[src/hw/rtl/ddo_pkg.sv]
// Shared types, constants and tables for the differential drive odometry unit.
`timescale 1ns / 1ps
package ddo_pkg;

  localparam int CordicSteps = 30;
  localparam logic [20:0] AgeMax = 21'h1FFFFF;
  localparam logic signed [33:0] CordicGain = 34'sd652032874;
  localparam logic signed [33:0] AnglePerRad = 34'sd683565276;
  localparam logic [2:0] QueueDepth = 3'd2;

  // Reciprocal of one million scaled by 2^79, rounded up. Exact truncated
  // quotients for every magnitude below 2^59.
  localparam logic [59:0] RecipM = 60'(((80'd1 << 79) + 80'd999999) / 80'd1000000);

  typedef enum logic [1:0] {
    CMD_LEFT  = 2'd0,
    CMD_RIGHT = 2'd1,
    CMD_TICK  = 2'd2,
    CMD_NONE  = 2'd3
  } cmd_t;

  typedef enum logic [1:0] {
    REG_RADIUS  = 2'd0,
    REG_ROS     = 2'd1,
    REG_TIMEOUT = 2'd2
  } reg_idx_t;

  // Work handed from the front to the back: one tick.
  typedef struct packed {
    logic [19:0]        dt;
    logic               stale;
    logic signed [15:0] left_speed;
    logic signed [15:0] right_speed;
  } tick_t;

  typedef enum logic [3:0] {
    ST_IDLE,
    ST_VEL,
    ST_CORDIC1,
    ST_ROT1,
    ST_MULV,
    ST_PROD,
    ST_DIV,
    ST_ACC,
    ST_CORDIC2,
    ST_QUAT,
    ST_OUT
  } back_state_t;

  function automatic logic [33:0] atan_entry(input logic [4:0] i);
    logic [33:0] r;
    begin
      case (i)
        5'd0: r = 34'd536870912;  5'd1: r = 34'd316933406;
        5'd2: r = 34'd167458907;  5'd3: r = 34'd85004756;
        5'd4: r = 34'd42667331;   5'd5: r = 34'd21354465;
        5'd6: r = 34'd10679838;   5'd7: r = 34'd5340245;
        5'd8: r = 34'd2670163;    5'd9: r = 34'd1335087;
        5'd10: r = 34'd667544;    5'd11: r = 34'd333772;
        5'd12: r = 34'd166886;    5'd13: r = 34'd83443;
        5'd14: r = 34'd41722;     5'd15: r = 34'd20861;
        5'd16: r = 34'd10430;     5'd17: r = 34'd5215;
        5'd18: r = 34'd2608;      5'd19: r = 34'd1304;
        5'd20: r = 34'd652;       5'd21: r = 34'd326;
        5'd22: r = 34'd163;       5'd23: r = 34'd81;
        5'd24: r = 34'd41;        5'd25: r = 34'd20;
        5'd26: r = 34'd10;        5'd27: r = 34'd5;
        5'd28: r = 34'd3;         5'd29: r = 34'd1;
        default: r = 34'd0;
      endcase
      return r;
    end
  endfunction

endpackage

[src/hw/rtl/ddo_front.sv]
// Front end: wheel sample registers, ages and the stale decision per tick.
`timescale 1ns / 1ps
module ddo_front import ddo_pkg::*; (
  input  logic               clk,
  input  logic               rst,
  input  logic               in_valid,
  input  logic [1:0]         cmd,
  input  logic signed [15:0] wheel_speed,
  input  logic [19:0]        elapsed_us,
  input  logic [20:0]        timeout,
  output logic               tick_valid,
  output tick_t              tick
);

  logic signed [15:0] left_speed, right_speed;
  logic [20:0] left_age, right_age;
  logic [21:0] lsum, rsum;
  logic [20:0] lnew, rnew;

  always_comb begin
    lsum = {1'b0, left_age} + {2'b0, elapsed_us};
    rsum = {1'b0, right_age} + {2'b0, elapsed_us};
    lnew = (lsum > {1'b0, AgeMax}) ? AgeMax : lsum[20:0];
    rnew = (rsum > {1'b0, AgeMax}) ? AgeMax : rsum[20:0];
  end

  assign tick_valid = in_valid && (cmd == CMD_TICK);
  assign tick.dt = elapsed_us;
  assign tick.stale = !((lnew < timeout) && (rnew < timeout));
  assign tick.left_speed = left_speed;
  assign tick.right_speed = right_speed;

  always_ff @(posedge clk) begin
    if (rst) begin
      left_speed <= '0;
      right_speed <= '0;
      left_age <= AgeMax;
      right_age <= AgeMax;
    end else if (in_valid) begin
      case (cmd_t'(cmd))
        CMD_LEFT: begin
          left_speed <= (wheel_speed == -16'sd32768) ? 16'sd32767 : -wheel_speed;
          left_age <= '0;
        end
        CMD_RIGHT: begin
          right_speed <= wheel_speed;
          right_age <= '0;
        end
        CMD_TICK: begin
          left_age <= lnew;
          right_age <= rnew;
        end
        default: ;
      endcase
    end
  end

endmodule

[config.mk]
export PLATFORM = sky130hd
export DESIGN_NAME = ddo_front
export DESIGN_NICKNAME = d
export VERILOG_FILES = /design/src/hw/rtl/ddo_pkg.sv /design/src/hw/rtl/ddo_front.sv
export SDC_FILE = /design/constraint.sdc
export NUM_CORES = 1
export LEC_CHECK = 0
export BUFFER_PORTS_ARGS = -buffer_cell sky130_fd_sc_hd__buf_2
export CAP_MARGIN = 5
export CORE_ASPECT_RATIO = 1.2
export CORE_MARGIN = 2
export CORE_UTILIZATION = 46
export CTS_CLUSTER_SIZE = 28
export DETAILED_ROUTE_END_ITERATION = 7
export HOLD_SLACK_MARGIN = 0.15
export PLACE_DENSITY = 0.78
export SYNTH_ARGS = -nofsm -noshare
export SYNTH_HDL_FRONTEND = slang
export SYNTH_SLANG_ARGS = --single-unit
[constraint.sdc]
create_clock -name clk -period 4.6 [get_ports clk]
set_input_delay 0.46 -clock clk [delete_from_list [all_inputs] [get_ports clk]]
set_output_delay 0.46 -clock clk [all_outputs]
set_load 0.02 [all_outputs]
Word level (Yosys, flattened, before mapping)
Index checks and enable logic that the tools add are counted.
- output and inout port bits: 54
- memory bits (writable): 0
- logic and storage cells: 29
- register bits after elaboration: 74
- latch bits: 0
- ROM bits: 0
- memories kept: 0
- shifts and indexed selects: 0
- multiply operators: 0
- $lt $le $gt $ge: 4
- divide/modulo/power cells: 0
- $add $sub $neg: 3
- eq/ne operators: 3
- multiplexer cells: 5
- reduce and logical (&&, ||, !) cells: 10
- bitwise logic cells: 0
- operator list (cell ; count):
    21-bit one-hot mux with 2 select lines ; 2
    21-bit by 20-bit adder with 22-bit output ; 2
    22-bit by 21-bit > comparator with 1-bit output (second input constant) ; 2
    21-bit < comparator ; 2
    21-bit 2-to-1 mux ; 2
    16-bit == test (second input constant) ; 1
    16-bit 2-to-1 mux ; 1
    16-bit negation ; 1
    2-bit AND reduction ; 4
    2-bit nonzero test ; 2
    2-bit by 1-bit == test with 1-bit output (second input constant) ; 1
    2-bit == test (second input constant) ; 1
    1-bit logical AND ; 2
    2-bit logical NOT ; 1
    1-bit logical NOT ; 1

Longest topological paths before layout
Gate-level depths: netlist of the first run.
- word-level depth: 6
- gate-level depth with buffers: 19
- mapped depth without buffers: 19

Worst setup path before layout of the first run
OpenSTA, ideal clock, no wires.
- path kind: input -> output
- from: input elapsed_us[0]
- to: output tick[32] (netlist bit)
- stages on the path: 19
- data arrival time: 3851 ps
- path slack: 289 ps
- required time: 4140 ps
- path through: ha_1 inv_1 fa_1 and2b_1 o31ai_4 a2111oi_4 o21ai_1 o21ai_1 a221o_1 mux2_2 ha_1 nand4_1 nor3_1 nand2_1 a21oi_1 nor4_1 o21ai_0 a211oi_1 o211ai_1
- RTL lines (item ; line ; RTL):
    from (decl) ; ddo_front.sv:9 ; input logic [19:0] elapsed_us,
    to (decl) ; ddo_front.sv:12 ; output tick_t tick

==> results of run 1 <==
logic make-up (layout without fill, tap and decap cells):
group	count (synthesis)	count (layout)	synth area share [%]
AND/OR/NAND/NOR	240	240	18.5
adder cells (fa/ha/maj)	86	86	17.8
XOR/XNOR	39	39	5.58
flip-flops	74	74	24.2
multiplexers	3	3	0.511
buffers and inverters	87	217	6.70
AO/OA/AOI/OAI	227	227	26.7
cell usage in the layout, fill, tap and decap left out, types with 10 or more instances in the layout:
cell type,count
a211oi_1,16
nor3_1,17
inv_1,38
nand2_1,88
nor2_1,61
dfxtp_1,72
a21o_1,28
and3_1,10
a21oi_1,53
o21ai_0,21
buf_4,45
buf_2,114
xor2_1,22
a211o_1,15
nand4_1,11
ha_1,81
a21oi_2,10
xnor2_1,14
a221o_1,24
cell usage after synthesis (4+ instances only):
cell type,instances
a211o_1,15
a211oi_1,19
a21o_1,28
a21oi_1,57
a21oi_2,6
a221o_1,24
a31oi_1,5
and2_1,4
and3_1,10
buf_2,4
buf_4,21
clkbuf_1,19
dfxtp_1,74
ha_1,84
inv_1,40
nand2_1,89
nand2b_1,9
nand3_1,8
nand4_1,11
nor2_1,61
nor2b_1,7
nor3_1,18
o21a_1,5
o21ai_0,24
o21ai_1,11
o21ai_2,4
o21bai_1,5
xnor2_1,16
xor2_1,23
power by group through the flow:
stage	sequential [W]	clock (W)	combinational (W)
6_report	0.000715	0.000746	0.00108
5_1_grt	0.000720	0.000783	0.00120
4_1_cts	0.000714	0.000761	0.00104
3_5_place_dp	0.000726	0	0.000976
3_3_place_gp	0.000725	0	0.000956
2_1_floorplan	0.000735	0	0.000697
routing by layer:
layer	up-vias	routed length [um]	global-route usage, %
li1	2983	-	-
met1	2732	7140	29.8
met2	206	7950	39.9
met3	31	1120	5.70
met4	0	490	10.1
met5	-	0	0
worst reg2reg max path, cell delays in order, from the launching register on:
cell and delay [ns]:
dfxtp_2 0.35, ha_4 0.14, inv_2 0.03, fa_2 0.34
and2b_2 0.25, o31ai_4 0.09, a2111oi_4 0.35, buf_4 0.19
nor3_1 0.05, xor2_1 0.16, buf_4 0.15, buf_4 0.12
buf_4 0.12, buf_4 0.12, buf_4 0.12, buf_4 0.12
nor2_1 0.11, a211o_1 0.10
layout make-up:
type,count,area (um2)
Clock buffer,10,239
Clock inverter,6,73.8
Fill cell,1199,5660
Inverter,42,158
Multi-Input combinational cell,595,4390
Sequential cell,74,1480
Tap cell,168,210
Timing Repair Buffer,159,908
path summary, 6_finish.rpt:
kind | cells after the start | to
setup / recovery | 20 | tick[32]
setup reg to reg | 17 | right_age[10]
hold reg to reg | 2 | right_speed[2]
hold / removal | 3 | right_speed[3]
sequential cells by signal, indices dropped and copies added (netlist names):
register     flops
left_age        21
left_speed      16
right_age       21
right_speed     16
timing repair:
item | 4_1_cts | 5_1_grt
hold endpoints to repair | 0 | 0
buffers inserted | 10 | 2
hold buffers | 0 | 0
endpoints found under the setup margin | 1 | 1
resized for setup | 20 | 18
pin swaps | 21 | 16
metrics by stage:
| step | hold WS, ns | util [%] | total power (W) |
|---|---|---|---|
| after CTS | 0.375 | 56.1 | 0.00251 |
| after global placement | 0.438 | 52.7 | 0.00168 |
| after global routing | 0.391 | 56.8 | 0.00270 |
| after floorplan | 0.440 | - | 0.00143 |
| after detailed placement | 0.443 | 52.7 | 0.00170 |
| final | 0.385 | 56.8 | 0.00254 |
==> impl_metrics.yaml, run 1 <==
outcome:
  status: "complete, no violations"
sta:
  max_freq_ghz: 0.218
  min_period_ns: 4.59
  worst_pin_slew_ns: 0.864
  period_share_pct: 99.8
  grt_setup_unrepaired: "true"
  final-max-slew-violation-count: 0
  relSlewSlack_pct: 42.4
  finClkSkew_ns: 0.0125
  setup_ws_ns: 0.00969
  tns_ns: 0
  setup_viol: 0
  final_hold_viol_count: 0
clock_tree:
  clk_pin_slew_ns: 0.06
  numClockSinks: 74
  clockBufferDepth: 2
  cts_made_buffers: 9
  cts_tree: "built"
  clk_latency_ns: 0.35
  htree_levels: 3
  cts-root-buf: "clkbuf_16"
critical_path:
  cpMostUsedCell: "buf_4"
  path_delay_family: "compound AO/OA/AOI/OAI gates"
  slowest_delay_ns: 0.38
  worstSetupPathType: "reg -> out"
  cp-startpoint: "left_age[0]"
  cp_cell_sequence: "ha_4 -> inv_2 -> fa_2 -> nand4b_1 -> a31oi_1 -> buf_4 -> o21ai_4 -> a211oi_2 -> buf_4 -> nor2_1 -> xor2_1 -> nand2_1 -> ha_1 -> a21o_1 -> a21o_1 -> a211oi_2 -> o22ai_1 -> a211oi_1 -> o211ai_1 -> buf_4"
  crit_required_ns: 4.14
  crit_fanout: 3
  critPathArrivalTime_ns: 4.13
  r2r_start: "right_age[0]"
  slowest_stage: "fa_2"
  path_buf_inv: 4
  r2r_slack_ns: 1.63
  end_kind: "primary output"
  critPathLaunchType: "flop"
floorplan:
  dieArea_mm2: 0.0143
  die_w_um: 109
  io_pins: 116
  core_mm2: 0.0131
  fp.dieH_um: 130
  start_util_pct: 46.7
  rows: 46
global_routing:
  grt_pass1_vias: 5713
  grt_usage_pct: 24.0
  globalRouteOverflowTotal: 0
  grt_start_max_net_pins: 59
  antenna_found_initial: 0
  grt_pass1_wl_um: 27100
power_and_ir_drop:
  clockPowerShare_pct: 29.4
  intPower_w: 0.00161
  powerDensity_mw_per_mm2: 340
  leakage_nw: 3.46
  ir_worst_vdd_v: 0.000274
  power.share.sequential_pct: 28.2
  switching_share_pct: 36.6
  comb_power_share_pct: 42.4
  p_sw_w: 0.000928
synthesis:
  synth_top_area_share_pct: 24.2
  synthTopCellsByArea: "dfxtp_1, ha_1, nand2_1"
  synth_area_mm2: 0.00612
  syn_avg_cell_area_um2: 8.10
  yosys.area.top_type: "dfxtp_1"
  synth_edf_count: 0
  synth-main-ff-cell: "dfxtp_1"
  ys_async_sr_fraction_pct: 0
  yosys_warnings: 0
  synth_nets: 904
  syn-instance-count: 756
  ys_seq_area_share_pct: 24.2
  synth_seq_cells: 74
  ys_types: 69
min_path:
  hp-class: "in -> reg"
  worst_hold_startpoint: "wheel_speed[3]"
routing:
  drtIter0Drc: 230
  vias: 5952
  firstDrtPassIters: 5
  ant_nets: 0
  vias_per_cell: 5.65
  drc: 0
  drt-total-wl_um: 16700
  wire_per_inst_um: 15.8
placement:
  placed_cells: 1028
  place_area_mm2: 0.00691
  place_ws_ns: -0.152
  dpl.hpwl_um: 12700
  gp_congestion: 0.970
  numPortBuffers: 115
cells_and_area:
  final_cells: 1054
  drive_gt1_share_pct: 26.0
  antennaDiodeCount: 0
  layout.nets: 1029
  stdcell_area_mm2: 0.00746
  area_growth_syn_to_layout_pct: 21.8
job:
  maxCapViolations: 0
Note: power is estimated with default switching activity, not from simulation.
==> inputs of run 2 (changes only) <==
CORE_ASPECT_RATIO = 1.75   (was 1.2)
==> run 2 against run 1 <==
Effect of this change: the flow now finishes with violations (negative setup slack); sequential share of layout area fell by 0.12 points; global-route usage increased by 0.52 points; core utilization grew 1.1 points; critical path depth unchanged; non-clock buffer count grew 12; highest routed layer unchanged; largest cell class unchanged; via count rose by 2.2%; combinational power hardly changed; maximum frequency fell by 3.2%.
==> impl_metrics.yaml, run 2 (synthesis gave the netlist of run 1 again) <==
critical_path:
  reg2regPathDepth: 13
  cp_cell_sequence: "ha_4 -> inv_2 -> fa_2 -> and2b_2 -> o31ai_4 -> a2111oi_4 -> o21ai_2 -> buf_4 -> buf_4 -> buf_4 -> xor2_2 -> nand2_1 -> ha_1 -> a21o_1 -> a21o_1 -> a211oi_2 -> o22ai_2 -> a211oi_2 -> o211ai_1 -> buf_4"
  slowest_delay_ns: 0.36
  crit_fanout: 2
  critPathArrivalTime_ns: 4.28
  path_delay_family: "compound AO/OA/AOI/OAI gates"
  cp-startpoint: "right_age[0]"
  worstSetupPathType: "reg -> out"
  cp.depth: 20
  critPathLaunchType: "flop"
  slowest_stage: "a2111oi_4"
  cpMostUsedCell: "buf_4"
  end_kind: "primary output"
  r2r_start: "right_age[0]"
  crit_required_ns: 4.14
  path_buf_inv: 5
power_and_ir_drop:
  ir_worst_vdd_v: 0.000225
  leakage_nw: 3.51
  powerDensity_mw_per_mm2: 329
cells_and_area:
  antennaDiodeCount: 0
  drive_gt1_share_pct: 26.3
  mostFrequentLayoutCells: "buf_2, nand2_1, ha_1"
  largestRegisters: "left_age: 21 flops, right_age: 21 flops"
  layout.nets: 1041
  area_growth_syn_to_layout_pct: 22.4
  nFillCells: 1218
  final_common_cell: "buf_2"
  finalCoreUtilization_pct: 57.9
global_routing:
  globalRouteOverflowTotal: 0
  grt_usage_pct: 24.5
  grt_pass1_vias: 5973
  grt_pass1_wl_um: 27900
  grt_start_max_net_pins: 36
  antenna_found_initial: 0
clock_tree:
  clk_latency_ns: 0.34
  cts_tree: "built"
  cts-root-buf: "clkbuf_16"
  htree_levels: 3
  cts_made_buffers: 9
  clk_pin_slew_ns: 0.06
  cts_hold_buffers: 0
  numClockSinks: 74
  clockBufferDepth: 2
sta:
  finClkSkew_ns: 0.00302
  worst_pin_slew_ns: 0.858
  period_share_pct: 103
  setup_viol: 1
  grt_setup_unrepaired: "true"
  relSlewSlack_pct: 42.7
  final_hold_viol_count: 0
  final-max-slew-violation-count: 0
  max_freq_ghz: 0.211
  setup_ws_ns: -0.144
  min_period_ns: 4.74
floorplan:
  dieArea_mm2: 0.0143
  io_pins: 116
  core_mm2: 0.0129
  die_w_um: 91.2
  fp.dieH_um: 157
  start_util_pct: 47.3
  rows: 55
job:
  maxCapViolations: 0
min_path:
  hp-class: "in -> reg"
  min_path_cells: 3
  worst_hold_startpoint: "wheel_speed[3]"
routing:
  drc: 0
  vias_per_cell: 5.70
  wire_per_inst_um: 16.5
  ant_nets: 0
  drt-total-wl_um: 17600
  drtIter0Drc: 350
  firstDrtPassIters: 5
  vias: 6084
placement:
  numPortBuffers: 115
  gp_congestion: 0.928
  place_ws_ns: -0.207
  dpl.hpwl_um: 13600
outcome:
  status: "finished with violations"
  violations: "negative setup slack"
[run 2: cell count changes in the layout (fill, tap and decap cells not counted), moves of 2 or more]
cell / before / now
clkinv_2: 0 / 2
o21ai_1: 9 / 11
o21ai_4: 3 / 1
buf_4: 45 / 57
[run 2: worst min-delay path: cells and delay by family]
kind	cells	cell delay, ns
AO/OA/AOI/OAI	1	0.05
buffers and inverters	1	0.12
AND/OR/NAND/NOR	1	0.05
[run 2: path summary, 6_finish.rpt]
kind	slack, ns	endpoint
worst max-delay path	-0.14	tick[32]
worst min-delay path	0.39	right_speed[3]
worst max register to register	1.61	right_age[16]
worst min register to register	0.45	right_speed[8]
[run 2: area by class of cell]
| type | count | area [um2] | area share, % |
|---|---|---|---|
| Tap cell | 171 | 214 | 2.85 |
| Multi-Input combinational cell | 595 | 4370 | 58.4 |
| Sequential cell | 74 | 1480 | 19.8 |
| Clock inverter | 6 | 43.8 | 0.584 |
| Timing Repair Buffer | 171 | 998 | 13.3 |
| Inverter | 42 | 158 | 2.10 |
| Clock buffer | 9 | 225 | 3.00 |
[run 2: routing by layer]
layer,wire [um],part of all wire (%),GRT usage (%)
met5,0,0,0
met4,1050,5.9,15.0
met3,838,4.8,3.85
met2,9310,53,47.3
met1,6430,36,24.1
[run 2: timing repair]
action	4_1_cts	5_1_grt
pin swaps	26	15
gates resized for setup	25	5
endpoints found under the setup margin	1	1
cloned	0	0
buffers inserted	7	3
[run 2: through the flow]
| step | TNS [ns] | total power (W) | area (um2) | hold slack, ns | cells |
|---|---|---|---|---|---|
| after floorplan | 0 | 0.00143 | 6120 | 0.440 | 756 |
| after global placement | -0.111 | 0.00172 | 7020 | 0.437 | 1045 |
| after detailed placement | -0.207 | 0.00174 | 7020 | 0.446 | 1045 |
| after CTS | -0.0662 | 0.00245 | 7450 | 0.373 | 1065 |
| after global routing | -0.316 | 0.00262 | 7500 | 0.379 | 1068 |
| final | -0.144 | 0.00247 | 7500 | 0.386 | 1068 |
[run 2: where the power goes]
group	leakage, nW	internal [W]	switching, W
clock network	0.132	0.000364	0.000290
logic	2.77	0.000487	0.000612
registers	0.609	0.000687	0.0000280
total	3.51	0.00154	0.000930
==> inputs of run 3 (changes only) <==
CORE_UTILIZATION = 57   (was 46)
PLACE_DENSITY = 0.92   (was 0.78)
==> run 3 against run 2 <==
Effect of this change: the run still ends with negative setup slack left; global-route usage grew 9.8 points; largest power group unchanged; sequential power is essentially flat; register-to-register slack lost 0.33 ns; clock skew grew 0.0032 ns; via count grew 7.6%; setup slack gained 0.014 ns; critical endpoint unchanged.
==> impl_metrics.yaml, run 3 (synthesis gave the netlist of run 1 again) <==
min_path:
  hp-class: "in -> reg"
  worst_hold_startpoint: "wheel_speed[12]"
  min_to: "right_speed[12]"
  min_path_cells: 3
routing:
  wl_met3_um: 1500
  drtIter0Drc: 672
  drc: 0
  wire_per_inst_um: 19.5
  dr_wl_met2_um: 9850
  highest-signal-layer: "met4"
  vias_per_cell: 6.40
  wl_met1_um: 6640
  drt-total-wl_um: 19900
  firstDrtPassIters: 5
  vias: 6545
  ant_nets: 0
sta:
  period_share_pct: 103
  grt_setup_unrepaired: "true"
  relSlewSlack_pct: 37.3
  max_freq_ghz: 0.211
  finClkSkew_ns: 0.00625
  setup_ws_ns: -0.130
  min_period_ns: 4.73
  final-max-slew-violation-count: 0
  worst_pin_slew_ns: 0.938
  setup_viol: 1
  final_hold_viol_count: 0
floorplan:
  io_pins: 116
  rows: 50
  core_mm2: 0.0106
  fp.dieH_um: 141
  die_w_um: 82.4
  start_util_pct: 57.9
  dieArea_mm2: 0.0116
critical_path:
  cp_cell_sequence: "buf_2 -> buf_4 -> ha_1 -> a211oi_2 -> o21bai_2 -> o21ai_2 -> a21oi_2 -> and3_2 -> or3b_2 -> mux2_4 -> ha_4 -> nand4_1 -> nor3_2 -> nand2_1 -> a21oi_2 -> nor4_2 -> o21ai_1 -> a211oi_2 -> o211ai_1 -> buf_4"
  crit_required_ns: 4.14
  worstSetupPathType: "in -> out"
  path_buf_inv: 3
  r2r-end: "right_age[0]"
  critPathArrivalTime_ns: 4.27
  r2r_start: "right_age[8]"
  crit_fanout: 5
  slowest_stage: "or3b_2"
  path_delay_family: "simple AND/OR/NAND/NOR gates"
  r2r_slack_ns: 1.28
  reg2regPathDepth: 10
  cp.depth: 20
  end_kind: "primary output"
  critPathLaunchType: "primary input"
  slowest_delay_ns: 0.48
clock_tree:
  cts_hold_buffers: 0
  htree_levels: 3
  clk_latency_ns: 0.34
  cts-root-buf: "clkbuf_16"
  cts_tree: "built"
  cts_made_buffers: 9
  numClockSinks: 74
  clockBufferDepth: 2
  clk_pin_slew_ns: 0.06
global_routing:
  grt_start_max_net_pins: 59
  antenna_found_initial: 0
  grt_pass1_wl_um: 30900
  grt_usage_pct: 34.3
  grt_pass1_vias: 6586
  globalRouteOverflowTotal: 0
placement:
  numPortBuffers: 115
  place_ws_ns: -0.0853
  gp_congestion: 0.959
  placed_cells: 997
  dpl.hpwl_um: 14100
outcome:
  violations: "negative setup slack"
  status: "finished with violations"
job:
  maxCapViolations: 0
cells_and_area:
  final_cells: 1023
  antennaDiodeCount: 0
  drive_gt1_share_pct: 26.7
  nFillCells: 752
  layout.nets: 1036
  final_common_cell: "buf_2"
  largestRegisters: "left_age: 21 flops, right_age: 21 flops"
  area_growth_syn_to_layout_pct: 22.1
  mostFrequentLayoutCells: "buf_2, nand2_1, ha_1"
power_and_ir_drop:
  leakage_nw: 3.49
  ir_worst_vdd_v: 0.000238
  powerDensity_mw_per_mm2: 352
[run 3: worst max path at each step]
stage                  start        to  slack, ns
2_1_floorplan  elapsed_us[0]  tick[32]       0.29
3_3_place_gp   elapsed_us[0]  tick[32]      -0.02
3_5_place_dp   elapsed_us[0]  tick[32]      -0.09
4_1_cts         right_age[0]  tick[32]      0.006
5_1_grt        elapsed_us[6]  tick[32]      -0.49
6_report       elapsed_us[1]  tick[32]      -0.13
[run 3: worst reg2reg max path, delay by kind of cell, from the launching register on]
kind	cells	cell delay [ns]
AO/OA/AOI/OAI	5	1.51
adder cells (fa/ha/maj)	1	0.39
buffers and inverters	1	0.21
flip-flops	1	0.33
AND/OR/NAND/NOR	3	0.81
[run 3: what timing repair did]
item                                    in CTS  in global routing
setup buffers                                7                  3
endpoints found under the setup margin       1                  1
resized for setup                           20                 18
pin swaps                                   16                 20
[run 3: layout make-up]
class,count,area [um2],area share [%]
Multi-Input combinational cell,595,4380,58.6
Clock buffer,9,225,3.01
Tap cell,130,163,2.18
Sequential cell,74,1480,19.9
Clock inverter,7,101,1.36
Timing Repair Buffer,166,963,12.9
Inverter,42,158,2.11
[run 3: power breakdown]
part	leakage, nW	total (W)	internal [W]	switching [W]
Combinational	2.73	0.00113	0.000474	0.000655
Sequential	0.609	0.000716	0.000687	0.0000296
Clock	0.153	0.000784	0.000480	0.000304
[run 3: metrics by stage]
stage	util [%]	hold WS [ns]	setup TNS (ns)	area (um2)	total power, W
floorplan	-	0.440	0	6120	0.00143
global placement	65.4	0.436	-0.0195	6920	0.00170
detailed placement	65.4	0.446	-0.0853	6920	0.00174
CTS	69.6	0.384	0	7360	0.00256
global route	70.7	0.392	-0.492	7470	0.00275
finish	70.7	0.383	-0.130	7470	0.00263
[run 3: metal layers]
metal	GRT usage [%]	vias to the layer above
li1	-	2999
met1	34.5	2990
met2	57.9	410
met3	6.85	146
met4	29.2	0
met5	0	-
