==> config.mk <==
export PLATFORM = sky130hd
export DESIGN_NAME = ddo_queue
export DESIGN_NICKNAME = d
export VERILOG_FILES = /design/src/hw/rtl/ddo_pkg.sv /design/src/hw/rtl/ddo_queue.sv
export SDC_FILE = /design/constraint.sdc
export NUM_CORES = 1
export LEC_CHECK = 0
export BUFFER_PORTS_ARGS = -buffer_cell sky130_fd_sc_hd__buf_2
export CAP_MARGIN = 15
export CORE_MARGIN = 10
export CORE_UTILIZATION = 40
export DETAILED_ROUTE_END_ITERATION = 12
export PLACE_DENSITY = 0.63
export SLEW_MARGIN = 20
export SYNTH_ARGS = -nofsm -noshare
export SYNTH_HDL_FRONTEND = slang
export SYNTH_SLANG_ARGS = --single-unit
==> constraint.sdc <==
create_clock -name clk -period 3.9 [get_ports clk]
set_clock_uncertainty 0.2 [all_clocks]
set_input_delay 0.39 -clock clk [delete_from_list [all_inputs] [get_ports clk]]
set_output_delay 0.39 -clock clk [all_outputs]
set_load 0.01 [all_outputs]
==> src/hw/rtl/ddo_pkg.sv <==
// Shared types, constants and tables for the differential drive odometry unit.
`timescale 1ns / 1ps
package ddo_pkg;

  localparam int CordicSteps = 30;
  localparam logic [20:0] AgeMax = 21'h1FFFFF;
  localparam logic signed [33:0] CordicGain = 34'sd652032874;
  localparam logic signed [33:0] AnglePerRad = 34'sd683565276;
  localparam logic [2:0] QueueDepth = 3'd2;

  // Reciprocal of one million scaled by 2^79, rounded up. Exact truncated
  // quotients for every magnitude below 2^59.
  localparam logic [59:0] RecipM = 60'(((80'd1 << 79) + 80'd999999) / 80'd1000000);

  typedef enum logic [1:0] {
    CMD_LEFT  = 2'd0,
    CMD_RIGHT = 2'd1,
    CMD_TICK  = 2'd2,
    CMD_NONE  = 2'd3
  } cmd_t;

  typedef enum logic [1:0] {
    REG_RADIUS  = 2'd0,
    REG_ROS     = 2'd1,
    REG_TIMEOUT = 2'd2
  } reg_idx_t;

  // Work handed from the front to the back: one tick.
  typedef struct packed {
    logic [19:0]        dt;
    logic               stale;
    logic signed [15:0] left_speed;
    logic signed [15:0] right_speed;
  } tick_t;

  typedef enum logic [3:0] {
    ST_IDLE,
    ST_VEL,
    ST_CORDIC1,
    ST_ROT1,
    ST_MULV,
    ST_PROD,
    ST_DIV,
    ST_ACC,
    ST_CORDIC2,
    ST_QUAT,
    ST_OUT
  } back_state_t;

  function automatic logic [33:0] atan_entry(input logic [4:0] i);
    logic [33:0] r;
    begin
      case (i)
        5'd0: r = 34'd536870912;  5'd1: r = 34'd316933406;
        5'd2: r = 34'd167458907;  5'd3: r = 34'd85004756;
        5'd4: r = 34'd42667331;   5'd5: r = 34'd21354465;
        5'd6: r = 34'd10679838;   5'd7: r = 34'd5340245;
        5'd8: r = 34'd2670163;    5'd9: r = 34'd1335087;
        5'd10: r = 34'd667544;    5'd11: r = 34'd333772;
        5'd12: r = 34'd166886;    5'd13: r = 34'd83443;
        5'd14: r = 34'd41722;     5'd15: r = 34'd20861;
        5'd16: r = 34'd10430;     5'd17: r = 34'd5215;
        5'd18: r = 34'd2608;      5'd19: r = 34'd1304;
        5'd20: r = 34'd652;       5'd21: r = 34'd326;
        5'd22: r = 34'd163;       5'd23: r = 34'd81;
        5'd24: r = 34'd41;        5'd25: r = 34'd20;
        5'd26: r = 34'd10;        5'd27: r = 34'd5;
        5'd28: r = 34'd3;         5'd29: r = 34'd1;
        default: r = 34'd0;
      endcase
      return r;
    end
  endfunction

endpackage

==> src/hw/rtl/ddo_queue.sv <==
// Two-entry queue of ticks between the front and the back.
`timescale 1ns / 1ps
module ddo_queue import ddo_pkg::*; (
  input  logic  clk,
  input  logic  rst,
  input  logic  wr,
  input  tick_t wdata,
  output logic  full,
  output logic  empty,
  input  logic  rd,
  output tick_t rdata
);

  tick_t mem [2];
  logic wp, rp;
  logic [2:0] count;

  assign full = (count == QueueDepth);
  assign empty = (count == 3'd0);
  assign rdata = mem[rp];

  always_ff @(posedge clk) begin
    if (wr) mem[wp] <= wdata;
  end

  always_ff @(posedge clk) begin
    if (rst) begin
      wp <= 1'b0;
      rp <= 1'b0;
      count <= '0;
    end else begin
      if (wr) wp <= ~wp;
      if (rd) rp <= ~rp;
      count <= count + {2'b0, wr} - {2'b0, rd};
    end
  end

endmodule

## Yosys cells after proc, flatten, opt, wreduce, memory -nomap -nowiden

Memories as Yosys holds them, arrays and structs flattened. A register that Yosys moved wholly into a read port is not among the register bits.
Index checks and enable logic that the tools add are counted.

| word-level totals | value |
|---|---|
| flip-flop bits (word level) | 5 |
| output and inout port bits | 55 |
| input bits | 57 |
| ROM bits | 0 |
| RAM bits | 106 |
| memories kept | 1 |
| latch bits | 0 |
| word-level logic and storage cells | 14 |

| cells by class | value |
|---|---|
| shift-type cells | 0 |
| reduce and logical (&&, ||, !) cells | 1 |
| multipliers | 0 |
| div/mod/pow operators | 0 |
| muxes and demuxes | 4 |
| add/sub/neg operators | 2 |
| equal/unequal tests | 1 |
| $lt $le $gt $ge | 0 |
| bitwise logic cells | 2 |

Memories:

| name | words | width | rd ports | clocked after Yosys merged registers in | wr ports | line | text |
|---|---|---|---|---|---|---|---|
| mem | 2 | 53 | 1 | 1 | 1 | ddo_queue.sv:14 | `tick_t mem [2];` |

Operator list:

| kind | count |
|---|---|
| $mux 1 | 4 |
| $add 3x1->3 | 1 |
| $eq 3x2->1 const B | 1 |
| $logic_not 3->1 | 1 |
| $sub 3x1->3 | 1 |
| $not 1->1 | 2 |

## Logic depth before layout (Yosys ltp)

Gate-level depths: netlist of run 1.

| depth | value |
|---|---|
| word-level depth | 3 |
| gate-level depth with buffers | 8 |
| depth with buffers taken out | 8 |

## Least setup slack after synthesis of run 1

No wires, ideal clock.

| timing | value |
|---|---|
| path type | input to register |
| start point | in wr |
| end point | mem mem[0][0] in the netlist's numbering, enable pin |
| slack | 0.495 ns |
| arrival time | 2.735 ns |
| stages on the path | 1 |
| path buffers | 0 |
| data required time | 3.230 ns |
| setup time | 0.470 ns |
| cells stage by stage | nor2b_1 |

| between the ends | value |
|---|---|
| cells in the longest elaborated chain, start to end | 2 |

RTL lines:

| element | line | text |
|---|---|---|
| start, declared | ddo_queue.sv:6 | `input logic wr,` |
| $mux 1 | ddo_queue.sv:23 | `if (wr) mem[wp] <= wdata;` |
| $mux 1 (not written as such) | ddo_queue.sv:23 |  |
| end, declared | ddo_queue.sv:14 |  |

Every way passes these cells.

==> metrics.txt, run 1 <==
# TYPE chip_impl_metric gauge
chip_impl_metric{name="clock.fmax",unit="MHz"} 393
chip_impl_metric{name="syn_avg_cell_area",unit="um^2"} 22.9
chip_impl_metric{name="muxShareOfSynthArea",unit=""} 0.181
chip_impl_metric{name="design.final.nets",unit=""} 388
chip_impl_metric{name="wirelength",unit="mm"} 7.90
chip_impl_metric{name="total_drc_errors_in_the_routed_layout",unit=""} 0
chip_impl_metric{name="post-layout-total-power",unit="mW"} 2.42
chip_impl_metric{name="yosys.area_share.xor_xnor",unit=""} 0.00921
chip_impl_info{name="crit_type",value="register to primary output"} 1
chip_impl_metric{name="seq_total_area_yosys",unit=""} 0.760
chip_impl_metric{name="synth-edff-count",unit=""} 106
chip_impl_metric{name="placement_rows",unit=""} 37
chip_impl_metric{name="start_util",unit=""} 0.415
chip_impl_metric{name="finalHoldViolCount",unit=""} 0
chip_impl_info{name="rsz0062_at_grt",value="false"} 1
chip_impl_info{name="cts_tree",value="built"} 1
chip_impl_metric{name="vias_per_cell",unit=""} 4.52
chip_impl_metric{name="first_global_vias",unit=""} 2464
chip_impl_info{name="netlist_top_cells_count",value="106 x sky130_fd_sc_hd__edfxtp_1, 50 x sky130_fd_sc_hd__mux2_4, 6 x sky130_fd_sc_hd__dfxtp_1, 5 x sky130_fd_sc_hd__buf_12, 5 x sky130_fd_sc_hd__nor2_1"} 1
chip_impl_info{name="ctsRootBufferMaster",value="sky130_fd_sc_hd__clkbuf_8"} 1
chip_impl_metric{name="routed-via-count",unit=""} 2119
chip_impl_metric{name="final_antenna_net_count",unit=""} 0
chip_impl_metric{name="die_area",unit="mm^2"} 0.0154
chip_impl_metric{name="max_cap_violations",unit=""} 0
chip_impl_metric{name="finalCritPeriodShare",unit=""} 0.653
chip_impl_metric{name="cell_variety_after_synth",unit=""} 16
chip_impl_metric{name="yosys_register_bits",unit=""} 112
chip_impl_info{name="synth_most_common_cell",value="sky130_fd_sc_hd__edfxtp_1"} 1
chip_impl_metric{name="totalNegativeSetupSlack",unit="ns"} 0
chip_impl_metric{name="postSynthNetCount",unit=""} 250
chip_impl_metric{name="synth_simple_gate_area_share",unit=""} 0.0115
chip_impl_metric{name="wire_length_of_the_first_global_routing_pass",unit="mm"} 12.5
chip_impl_metric{name="syn-instance-count",unit=""} 190
chip_impl_metric{name="ctsResizeCount",unit=""} 0
chip_impl_info{name="sort_of_element_at_the_end_of_the_critical_path",value="primary output"} 1
chip_impl_metric{name="area.growth.synth_to_final",unit="%"} 23.2
chip_impl_metric{name="floorplan.die.width",unit="um"} 124
chip_impl_metric{name="post_synth_fa_ha_maj_area_fraction",unit=""} 0.0104
chip_impl_metric{name="synthesis.area",unit="mm^2"} 0.00435
chip_impl_metric{name="globalRoute.totalOverflow",unit=""} 0
chip_impl_metric{name="die_h",unit="um"} 124
chip_impl_metric{name="final_critical_path_setup_slack",unit="ns"} 1.35
chip_impl_metric{name="buffer_ports.inserted",unit=""} 111
chip_impl_metric{name="antenna_found_initial",unit=""} 0
chip_impl_metric{name="clock_latency",unit="ns"} 0.35
chip_impl_info{name="critPathLaunchType",value="register"} 1
chip_impl_metric{name="timing.critical_path.required",unit="ns"} 3.31
chip_impl_metric{name="dr.first_iter.drc_count",unit=""} 98
chip_impl_metric{name="routed_wire_length_per_instance",unit="um"} 16.9
chip_impl_info{name="hp-class",value="input port to register"} 1
chip_impl_metric{name="power_density",unit="mW/mm^2"} 451
chip_impl_info{name="largest_family_of_logic_cells_by_synthesized_area",value="multiplexers"} 1
chip_impl_metric{name="synth_largest_type_area_fraction",unit=""} 0.733
chip_impl_info{name="yosys.area.top_type",value="sky130_fd_sc_hd__edfxtp_1"} 1
chip_impl_info{name="cell_types_occupying_the_most_area_after_synthesis",value="sky130_fd_sc_hd__edfxtp_1 73%, sky130_fd_sc_hd__mux2_4 17%, sky130_fd_sc_hd__dfxtp_1 2.8%"} 1
chip_impl_metric{name="core_area",unit="mm^2"} 0.0105
chip_impl_info{name="synthFlopType",value="sky130_fd_sc_hd__edfxtp_1"} 1
chip_impl_metric{name="timing_worst_slew_pin_value",unit="ns"} 0.999
chip_impl_metric{name="antenna_cells",unit=""} 0
chip_impl_metric{name="place_worst_setup_slack",unit="ns"} 1.69
chip_impl_metric{name="period_needed",unit="ns"} 2.55
chip_impl_metric{name="arrival_time_of_the_worst_setup_path",unit="ns"} 1.96
chip_impl_metric{name="gp_congestion",unit=""} 0.678
chip_impl_metric{name="clock_sinks",unit=""} 112
chip_impl_info{name="outcome",value="complete, no violations"} 1
chip_impl_metric{name="final_max_slew_viol_count",unit=""} 0
chip_impl_metric{name="ys_async_sr_fraction",unit=""} 0
chip_impl_metric{name="p_leak",unit="nW"} 2.13
chip_impl_metric{name="final-setup-viol-count",unit=""} 0
chip_impl_metric{name="ys_warn_count",unit=""} 0
chip_impl_metric{name="pin_count_of_the_biggest_net_entering_global_routing",unit=""} 54
chip_impl_metric{name="cp_max_fo",unit=""} 53
chip_impl_metric{name="tritoncts.num_buffers",unit=""} 9
chip_impl_metric{name="clock_path_buffers",unit=""} 2
chip_impl_metric{name="layout-drive-gt1-share",unit=""} 0.550
chip_impl_metric{name="cts.reportedPaths.clkPinSlew",unit="ns"} 0.10
chip_impl_metric{name="slew_headroom",unit=""} 0.334
chip_impl_metric{name="boundaryPins",unit=""} 112
chip_impl_metric{name="complex_gate_fraction_of_the_synthesized_area",unit=""} 0
chip_impl_metric{name="grtUsageTotal",unit=""} 0.0996
chip_impl_metric{name="peakVddDrop",unit="uV"} 229
chip_impl_metric{name="drt_pass1_iterations",unit=""} 4
chip_impl_metric{name="h_tree_levels",unit=""} 3
-- timing repair --
| item | CTS | global route |
|---|---|---|
| hold endpoints to repair | 32 | 4 |
| hold buffers | 17 | 2 |
| buffers inserted | 0 | 0 |
-- cell usage in the layout (no fill, tap or decap), types with 2 or more instances in the layout --
cell	n
sky130_fd_sc_hd__inv_1	3
sky130_fd_sc_hd__clkbuf_8	9
sky130_fd_sc_hd__clkinv_1	3
sky130_fd_sc_hd__dlygate4sd3_1	19
sky130_fd_sc_hd__buf_2	111
sky130_fd_sc_hd__ha_1	2
sky130_fd_sc_hd__nor2_1	5
sky130_fd_sc_hd__edfxtp_1	106
sky130_fd_sc_hd__mux2_2	3
sky130_fd_sc_hd__clkinv_4	2
sky130_fd_sc_hd__xnor2_1	2
sky130_fd_sc_hd__dfxtp_1	5
sky130_fd_sc_hd__mux2_4	50
sky130_fd_sc_hd__buf_4	3
sky130_fd_sc_hd__inv_6	2
-- kinds of logic (layout without fill, tap and decap cells) --
| kind of cell | after synthesis | after routing |
|---|---|---|
| and+or+nand+nor | 10 | 10 |
| muxes | 53 | 53 |
| adders and majority gates | 3 | 3 |
| buffers and inverters | 9 | 152 |
| xor gates and xnor gates | 3 | 3 |
| DFF | 112 | 112 |
-- metrics by stage --
stage,hold WS (ns),instances,util,cell area (um^2)
global placement,0.294,434,0.477,4990
global route,0.00388,469,0.512,5360
detailed placement,0.295,434,0.477,4990
finish,0.0202,469,0.512,5360
CTS,0.000334,467,0.510,5340
floorplan,0.257,190,-,4350
-- critical path: stages, from the launching register on --
cell                      delay, ns
sky130_fd_sc_hd__dfxtp_4       1.03
sky130_fd_sc_hd__mux2_2        0.42
sky130_fd_sc_hd__buf_2         0.14
-- path summary, 6_finish.rpt --
path                       startpoint                   end  cells after the start  slack, ns
hold reg to reg       rp$_SDFFE_PP0P_              register                      2       0.33
hold / removal              wdata[37]  mem[1][37]$_DFFE_PP_                      1       0.02
setup / recovery             register             rdata[52]                      2       1.35
setup reg to reg  count[0]$_SDFF_PP0_   count[2]$_SDFF_PP0_                      8       1.95
-- cell type report --
type | instances | area, um^2
flip-flops and latches | 112 | 3310
multi-input cells | 69 | 928
clock buffers | 9 | 124
clock inverters | 7 | 46.3
fillers | 901 | 5110
inverters | 3 | 11.3
well taps | 136 | 170
repair buffers | 133 | 768
-- power breakdown --
group | internal [mW] | leakage, nW | total [mW] | switching [mW]
Sequential | 1.40 | 1.05 | 1.46 | 0.0574
Combinational | 0.208 | 0.994 | 0.357 | 0.149
Clock | 0.233 | 0.0867 | 0.598 | 0.364
-- metal layers --
layer,vias up,part of all wire,track usage
met3,7,0.074,0.0357
met4,0,0.0082,0.0354
met2,75,0.47,0.162
met1,1027,0.44,0.119
li1,1010,-,-
met5,-,0,0
-- flip-flops by register name, indices dropped and copies added, names as in the netlist, named ones only --
name,cells
count,3
wp,1
rp,1
mem,106
Power figures use the tool's default switching activity.
==> run 2: changes to the inputs <==
--- a/config.mk
+++ b/config.mk
@@ -10,7 +10,7 @@
 export CORE_MARGIN = 10
 export CORE_UTILIZATION = 40
 export DETAILED_ROUTE_END_ITERATION = 12
-export PLACE_DENSITY = 0.63
+export PLACE_DENSITY = 0.66
 export SLEW_MARGIN = 20
 export SYNTH_ARGS = -nofsm -noshare
 export SYNTH_HDL_FRONTEND = slang
==> constraint.sdc (replaced) <==
create_clock -name clk -period 2.24 [get_ports clk]
set_clock_uncertainty 0.2 [all_clocks]
set_input_delay 0.224 -clock clk [delete_from_list [all_inputs] [get_ports clk]]
set_output_delay 0.224 -clock clk [all_outputs]
set_load 0.01 [all_outputs]
==> metrics.txt, run 2 (synthesis gave the netlist of run 1 again) <==
# TYPE chip_impl_metric gauge
chip_impl_info{name="rsz0062_at_grt",value="false"} 1
chip_impl_metric{name="placed_cells_incl_taps",unit=""} 440
chip_impl_metric{name="place_worst_setup_slack",unit="ns"} 0.279
chip_impl_metric{name="vias_per_cell",unit=""} 4.51
chip_impl_metric{name="die_h",unit="um"} 124
chip_impl_info{name="final_common_cell",value="sky130_fd_sc_hd__buf_2"} 1
chip_impl_metric{name="clock_sinks",unit=""} 112
chip_impl_info{name="ctsRootBufferMaster",value="sky130_fd_sc_hd__clkbuf_8"} 1
chip_impl_metric{name="placement_rows",unit=""} 37
chip_impl_metric{name="post-layout-total-power",unit="mW"} 4.40
chip_impl_info{name="hp-class",value="register to register"} 1
chip_impl_metric{name="hold_buffers_post_cts",unit=""} 56
chip_impl_metric{name="max_cap_violations",unit=""} 0
chip_impl_metric{name="clock.fmax",unit="MHz"} 479
chip_impl_metric{name="antenna_cells",unit=""} 0
chip_impl_metric{name="wire_length_of_the_first_global_routing_pass",unit="mm"} 13.9
chip_impl_metric{name="antenna_found_initial",unit=""} 0
chip_impl_metric{name="pin_count_of_the_biggest_net_entering_global_routing",unit=""} 33
chip_impl_metric{name="timing.critical_path.required",unit="ns"} 2.29
chip_impl_metric{name="fillerInstances",unit=""} 858
chip_impl_metric{name="first_global_vias",unit=""} 2613
chip_impl_metric{name="period_needed",unit="ns"} 2.09
chip_impl_metric{name="area.growth.synth_to_final",unit="%"} 34.1
chip_impl_metric{name="final_util",unit=""} 0.557
chip_impl_metric{name="power_density",unit="mW/mm^2"} 756
chip_impl_metric{name="start_util",unit=""} 0.415
chip_impl_metric{name="h_tree_levels",unit=""} 3
chip_impl_metric{name="cts_setup_buffers",unit=""} 0
chip_impl_metric{name="arrival_time_of_the_worst_setup_path",unit="ns"} 2.14
chip_impl_metric{name="buffer_ports.inserted",unit=""} 111
chip_impl_info{name="cts_tree",value="built"} 1
chip_impl_metric{name="ctsResizeCount",unit=""} 0
chip_impl_metric{name="final_antenna_net_count",unit=""} 0
chip_impl_metric{name="final_critical_path_setup_slack",unit="ns"} 0.153
chip_impl_metric{name="die_area",unit="mm^2"} 0.0154
chip_impl_info{name="max_flop_register",value="mem"} 1
chip_impl_info{name="critPathLaunchType",value="input port"} 1
chip_impl_metric{name="cp_max_fo",unit=""} 2
chip_impl_metric{name="grtUsageTotal",unit=""} 0.112
chip_impl_metric{name="gp_congestion",unit=""} 0.674
chip_impl_metric{name="slew_headroom",unit=""} 0.648
chip_impl_metric{name="final-setup-viol-count",unit=""} 0
chip_impl_metric{name="timing_worst_slew_pin_value",unit="ns"} 0.527
chip_impl_metric{name="core_area",unit="mm^2"} 0.0105
chip_impl_metric{name="clock_path_buffers",unit=""} 2
chip_impl_metric{name="finalHoldViolCount",unit=""} 0
chip_impl_metric{name="peakVddDrop",unit="uV"} 392
chip_impl_info{name="crit_type",value="input port to register"} 1
chip_impl_metric{name="routed_wire_length_per_instance",unit="um"} 16.6
chip_impl_metric{name="final_max_slew_viol_count",unit=""} 0
chip_impl_info{name="sort_of_element_at_the_end_of_the_critical_path",value="register"} 1
chip_impl_metric{name="drt_pass1_iterations",unit=""} 4
chip_impl_metric{name="final_cell_count_no_fill",unit=""} 511
chip_impl_metric{name="p_leak",unit="nW"} 2.33
chip_impl_metric{name="boundaryPins",unit=""} 112
chip_impl_metric{name="cts.reportedPaths.clkPinSlew",unit="ns"} 0.09
chip_impl_metric{name="floorplan.die.width",unit="um"} 124
chip_impl_metric{name="dr.first_iter.drc_count",unit=""} 155
chip_impl_metric{name="routed-via-count",unit=""} 2306
chip_impl_metric{name="finalCritPeriodShare",unit=""} 0.932
chip_impl_info{name="outcome",value="complete, no violations"} 1
chip_impl_metric{name="globalRoute.totalOverflow",unit=""} 0
chip_impl_metric{name="layout-drive-gt1-share",unit=""} 0.507
chip_impl_info{name="layout_top_registers",value="mem x106, count x3"} 1
chip_impl_metric{name="largest_register_ffs",unit=""} 106
chip_impl_metric{name="clock_latency",unit="ns"} 0.34
chip_impl_info{name="final_cell_mix",value="111 x sky130_fd_sc_hd__buf_2, 106 x sky130_fd_sc_hd__edfxtp_1, 56 x sky130_fd_sc_hd__dlygate4sd3_1"} 1
chip_impl_metric{name="design.final.nets",unit=""} 431
chip_impl_metric{name="wirelength",unit="mm"} 8.46
chip_impl_metric{name="tritoncts.num_buffers",unit=""} 9
chip_impl_metric{name="total_drc_errors_in_the_routed_layout",unit=""} 0
chip_impl_metric{name="place_hpwl",unit="mm"} 5.71
## run 2: changes by cell type in the layout (fill, tap and decap cells not counted)
| cell | change |
|---|---|
| sky130_fd_sc_hd__clkinv_4 | -1 |
| sky130_fd_sc_hd__bufinv_16 | +1 |
| sky130_fd_sc_hd__clkinvlp_4 | +1 |
| sky130_fd_sc_hd__dlygate4sd3_1 | +37 |
| sky130_fd_sc_hd__buf_12 | +3 |
| sky130_fd_sc_hd__buf_4 | +3 |
| sky130_fd_sc_hd__clkinv_1 | -2 |
## run 2: layout make-up
type / instances / area [um^2] / share of cell area
clock buffer: 9 / 124 / 0.0212
inverter: 3 / 11.3 / 0.00193
multi-input combinational: 69 / 928 / 0.159
tap: 136 / 170 / 0.0292
timing repair buffer: 176 / 1220 / 0.209
clock inverter: 6 / 67.6 / 0.0116
sequential: 112 / 3310 / 0.567
## run 2: worst max-delay path, stage by stage
cell,delay [ns]
sky130_fd_sc_hd__dlygate4sd3_1,0.52
sky130_fd_sc_hd__buf_2,0.13
sky130_fd_sc_hd__ha_1,0.28
sky130_fd_sc_hd__inv_1,0.06
sky130_fd_sc_hd__ha_1,0.13
sky130_fd_sc_hd__inv_1,0.04
sky130_fd_sc_hd__fa_1,0.35
sky130_fd_sc_hd__xnor3_1,0.36
sky130_fd_sc_hd__nor2_1,0.04
## run 2: routing by layer
layer  part of all wire  routed length (um)  vias to the layer above  global-route usage
met1               0.42                3580                     1130               0.131
met3              0.059                 503                        6              0.0408
met5                  0                   0                        -                   0
met4             0.0085                  72                        0              0.0307
li1                   -                   -                     1097                   -
met2               0.51                4310                       73               0.188
## run 2: metrics by stage
step	setup TNS [ns]	instance area (um^2)	hold slack (ns)
floorplan	-2.77	4350	0.0907
global placement	0	5080	0.211
detailed placement	0	5080	0.215
CTS	0	5830	0.333
global route	0	5830	0.362
finish	0	5830	0.327
## run 2: power by group
group	internal [mW]	switching [mW]
Clock	0.518	0.647
Sequential	2.44	0.0651
Combinational	0.424	0.307
Total	3.39	1.02
## run 2: worst paths after layout
kind / start / to / slack (ns) / cells past startpoint
min: rp$_SDFFE_PP0P_ / rp$_SDFFE_PP0P_ / 0.33 / 2
min reg2reg: rp$_SDFFE_PP0P_ / rp$_SDFFE_PP0P_ / 0.33 / 2
max reg2reg: count[0]$_SDFF_PP0_ / count[2]$_SDFF_PP0_ / 0.28 / 8
max: rd / count[2]$_SDFF_PP0_ / 0.15 / 9
==> run 3: changes to the inputs <==
--- a/config.mk
+++ b/config.mk
@@ -6,11 +6,11 @@
 export NUM_CORES = 1
 export LEC_CHECK = 0
 export BUFFER_PORTS_ARGS = -buffer_cell sky130_fd_sc_hd__buf_2
-export CAP_MARGIN = 15
+export CAP_MARGIN = 20
 export CORE_MARGIN = 10
-export CORE_UTILIZATION = 40
+export CORE_UTILIZATION = 46
 export DETAILED_ROUTE_END_ITERATION = 12
-export PLACE_DENSITY = 0.66
+export PLACE_DENSITY = 0.74
 export SLEW_MARGIN = 20
 export SYNTH_ARGS = -nofsm -noshare
 export SYNTH_HDL_FRONTEND = slang
==> metrics.txt, run 3 (synthesis gave the netlist of run 1 again) <==
# TYPE chip_impl_metric gauge
chip_impl_metric{name="clock_latency",unit="ns"} 0.36
chip_impl_info{name="final_cell_mix",value="111 x sky130_fd_sc_hd__buf_2, 106 x sky130_fd_sc_hd__edfxtp_1, 56 x sky130_fd_sc_hd__dlygate4sd3_1"} 1
chip_impl_info{name="max_flop_register",value="mem"} 1
chip_impl_metric{name="final-setup-viol-count",unit=""} 0
chip_impl_metric{name="cts.reportedPaths.clkPinSlew",unit="ns"} 0.10
chip_impl_metric{name="design.final.nets",unit=""} 428
chip_impl_info{name="critPathLaunchType",value="input port"} 1
chip_impl_metric{name="post-layout-total-power",unit="mW"} 4.47
chip_impl_info{name="rsz0062_at_grt",value="false"} 1
chip_impl_info{name="sort_of_element_at_the_end_of_the_critical_path",value="register"} 1
chip_impl_metric{name="drt_pass1_iterations",unit=""} 4
chip_impl_metric{name="final_util",unit=""} 0.627
chip_impl_metric{name="min_delay_path_depth",unit=""} 2
chip_impl_metric{name="routed-via-count",unit=""} 2269
chip_impl_info{name="hp-class",value="register to register"} 1
chip_impl_info{name="timing.rr.start",value="count[0]$_SDFF_PP0_"} 1
chip_impl_info{name="final_common_cell",value="sky130_fd_sc_hd__buf_2"} 1
chip_impl_info{name="critical_path.startpoint",value="rd"} 1
chip_impl_metric{name="peakVddDrop",unit="uV"} 417
chip_impl_metric{name="clock_path_buffers",unit=""} 2
chip_impl_metric{name="grtUsageTotal",unit=""} 0.120
chip_impl_metric{name="first_global_vias",unit=""} 2547
chip_impl_metric{name="start_util",unit=""} 0.470
chip_impl_metric{name="largest_register_ffs",unit=""} 106
chip_impl_metric{name="buffer_ports.inserted",unit=""} 111
chip_impl_metric{name="total_drc_errors_in_the_routed_layout",unit=""} 0
chip_impl_metric{name="final_max_slew_viol_count",unit=""} 0
chip_impl_info{name="crit_type",value="input port to register"} 1
chip_impl_metric{name="clock_sinks",unit=""} 112
chip_impl_metric{name="globalRoute.totalOverflow",unit=""} 0
chip_impl_metric{name="timing.critical_path.required",unit="ns"} 2.35
chip_impl_info{name="cts_tree",value="built"} 1
chip_impl_metric{name="placement_rows",unit=""} 35
chip_impl_metric{name="worst_hold_slack",unit="ns"} 0.333
chip_impl_metric{name="layout-drive-gt1-share",unit=""} 0.507
chip_impl_info{name="ctsRootBufferMaster",value="sky130_fd_sc_hd__clkbuf_8"} 1
chip_impl_metric{name="wirelength",unit="mm"} 8.28
chip_impl_metric{name="timing_worst_slew_pin_value",unit="ns"} 0.481
chip_impl_metric{name="boundaryPins",unit=""} 112
chip_impl_metric{name="clock.fmax",unit="MHz"} 475
chip_impl_metric{name="place_hpwl",unit="mm"} 5.40
chip_impl_metric{name="pin_count_of_the_biggest_net_entering_global_routing",unit=""} 36
chip_impl_metric{name="floorplan.die.width",unit="um"} 117
chip_impl_metric{name="gp_congestion",unit=""} 0.651
chip_impl_metric{name="area.growth.synth_to_final",unit="%"} 33.3
chip_impl_info{name="outcome",value="complete, no violations"} 1
chip_impl_info{name="layout_top_registers",value="mem x106, count x3"} 1
chip_impl_metric{name="core_area",unit="mm^2"} 0.00924
chip_impl_metric{name="stdcell_area",unit="mm^2"} 0.00579
chip_impl_metric{name="antenna_found_initial",unit=""} 0
chip_impl_metric{name="wire_length_of_the_first_global_routing_pass",unit="mm"} 12.5
chip_impl_metric{name="h_tree_levels",unit=""} 3
chip_impl_metric{name="antenna_cells",unit=""} 0
chip_impl_metric{name="finalHoldViolCount",unit=""} 0
chip_impl_metric{name="routed_wire_length_per_instance",unit="um"} 16.5
chip_impl_metric{name="finalCritPeriodShare",unit=""} 0.940
chip_impl_metric{name="vias_per_cell",unit=""} 4.52
chip_impl_info{name="holdCritStartpoint",value="rp$_SDFFE_PP0P_"} 1
chip_impl_metric{name="arrival_time_of_the_worst_setup_path",unit="ns"} 2.21
chip_impl_metric{name="period_needed",unit="ns"} 2.11
chip_impl_metric{name="rr_worst_depth",unit=""} 8
chip_impl_metric{name="placed_cell_area",unit="mm^2"} 0.00502
chip_impl_metric{name="power_density",unit="mW/mm^2"} 771
chip_impl_metric{name="ctsResizeCount",unit=""} 0
chip_impl_metric{name="final_antenna_net_count",unit=""} 0
chip_impl_metric{name="cp_max_fo",unit=""} 2
chip_impl_metric{name="slew_headroom",unit=""} 0.680
chip_impl_metric{name="die_area",unit="mm^2"} 0.0137
chip_impl_metric{name="max_cap_violations",unit=""} 0
chip_impl_metric{name="die_h",unit="um"} 117
chip_impl_metric{name="p_leak",unit="nW"} 2.32
chip_impl_metric{name="tritoncts.num_buffers",unit=""} 9
chip_impl_metric{name="dr.first_iter.drc_count",unit=""} 87
[run 3: cell count changes in the layout (fill, tap and decap cells not counted), sizes merged]
cell	change
inv	+1
buf	-3
[run 3: metal layers]
layer / part of all wire / up-vias / global-route usage / routed length, um
met5: 0 / - / 0 / 0
met4: 0.020 / 0 / 0.0527 / 169
met3: 0.075 / 11 / 0.0423 / 624
met2: 0.53 / 66 / 0.210 / 4390
met1: 0.37 / 1104 / 0.129 / 3100
li1: - / 1088 / - / -
[run 3: what timing repair did]
action / CTS / global route
hold endpoints to repair: 112 / 0
hold buffers: 56 / 0
buffers inserted: 0 / 0
[run 3: critical path: stages]
cell	delay [ns]
sky130_fd_sc_hd__dlygate4sd3_1	0.53
sky130_fd_sc_hd__buf_2	0.14
sky130_fd_sc_hd__ha_1	0.28
sky130_fd_sc_hd__inv_1	0.06
sky130_fd_sc_hd__ha_1	0.13
sky130_fd_sc_hd__inv_1	0.05
sky130_fd_sc_hd__fa_1	0.36
sky130_fd_sc_hd__xnor3_1	0.36
sky130_fd_sc_hd__nor2_1	0.09
[run 3: final cells by class]
type | count | area [um^2]
fill | 688 | 3450
inverter | 3 | 11.3
clock inverter | 7 | 86.3
timing repair buffer | 173 | 1170
multi-input combinational | 69 | 928
clock buffer | 9 | 124
tap | 129 | 161
sequential | 112 | 3310
[run 3: through the flow]
step | TNS [ns] | instances | worst slack (ns)
after floorplan | -2.77 | 190 | -0.0522
after global placement | 0 | 430 | 0.333
after detailed placement | 0 | 430 | 0.279
after CTS | 0 | 502 | 0.159
after global routing | 0 | 502 | 0.00224
final | 0 | 502 | 0.134
[run 3: path summary, 6_finish.rpt]
path | endpoint | slack (ns)
worst min register to register | rp$_SDFFE_PP0P_ | 0.33
worst min-delay path | rp$_SDFFE_PP0P_ | 0.33
worst max register to register | count[2]$_SDFF_PP0_ | 0.27
worst max-delay path | count[2]$_SDFF_PP0_ | 0.13
[run 3: power breakdown]
part / switching [mW] / internal [mW]
sequential: 0.0520 / 2.45
combinational: 0.320 / 0.411
clock: 0.699 / 0.541
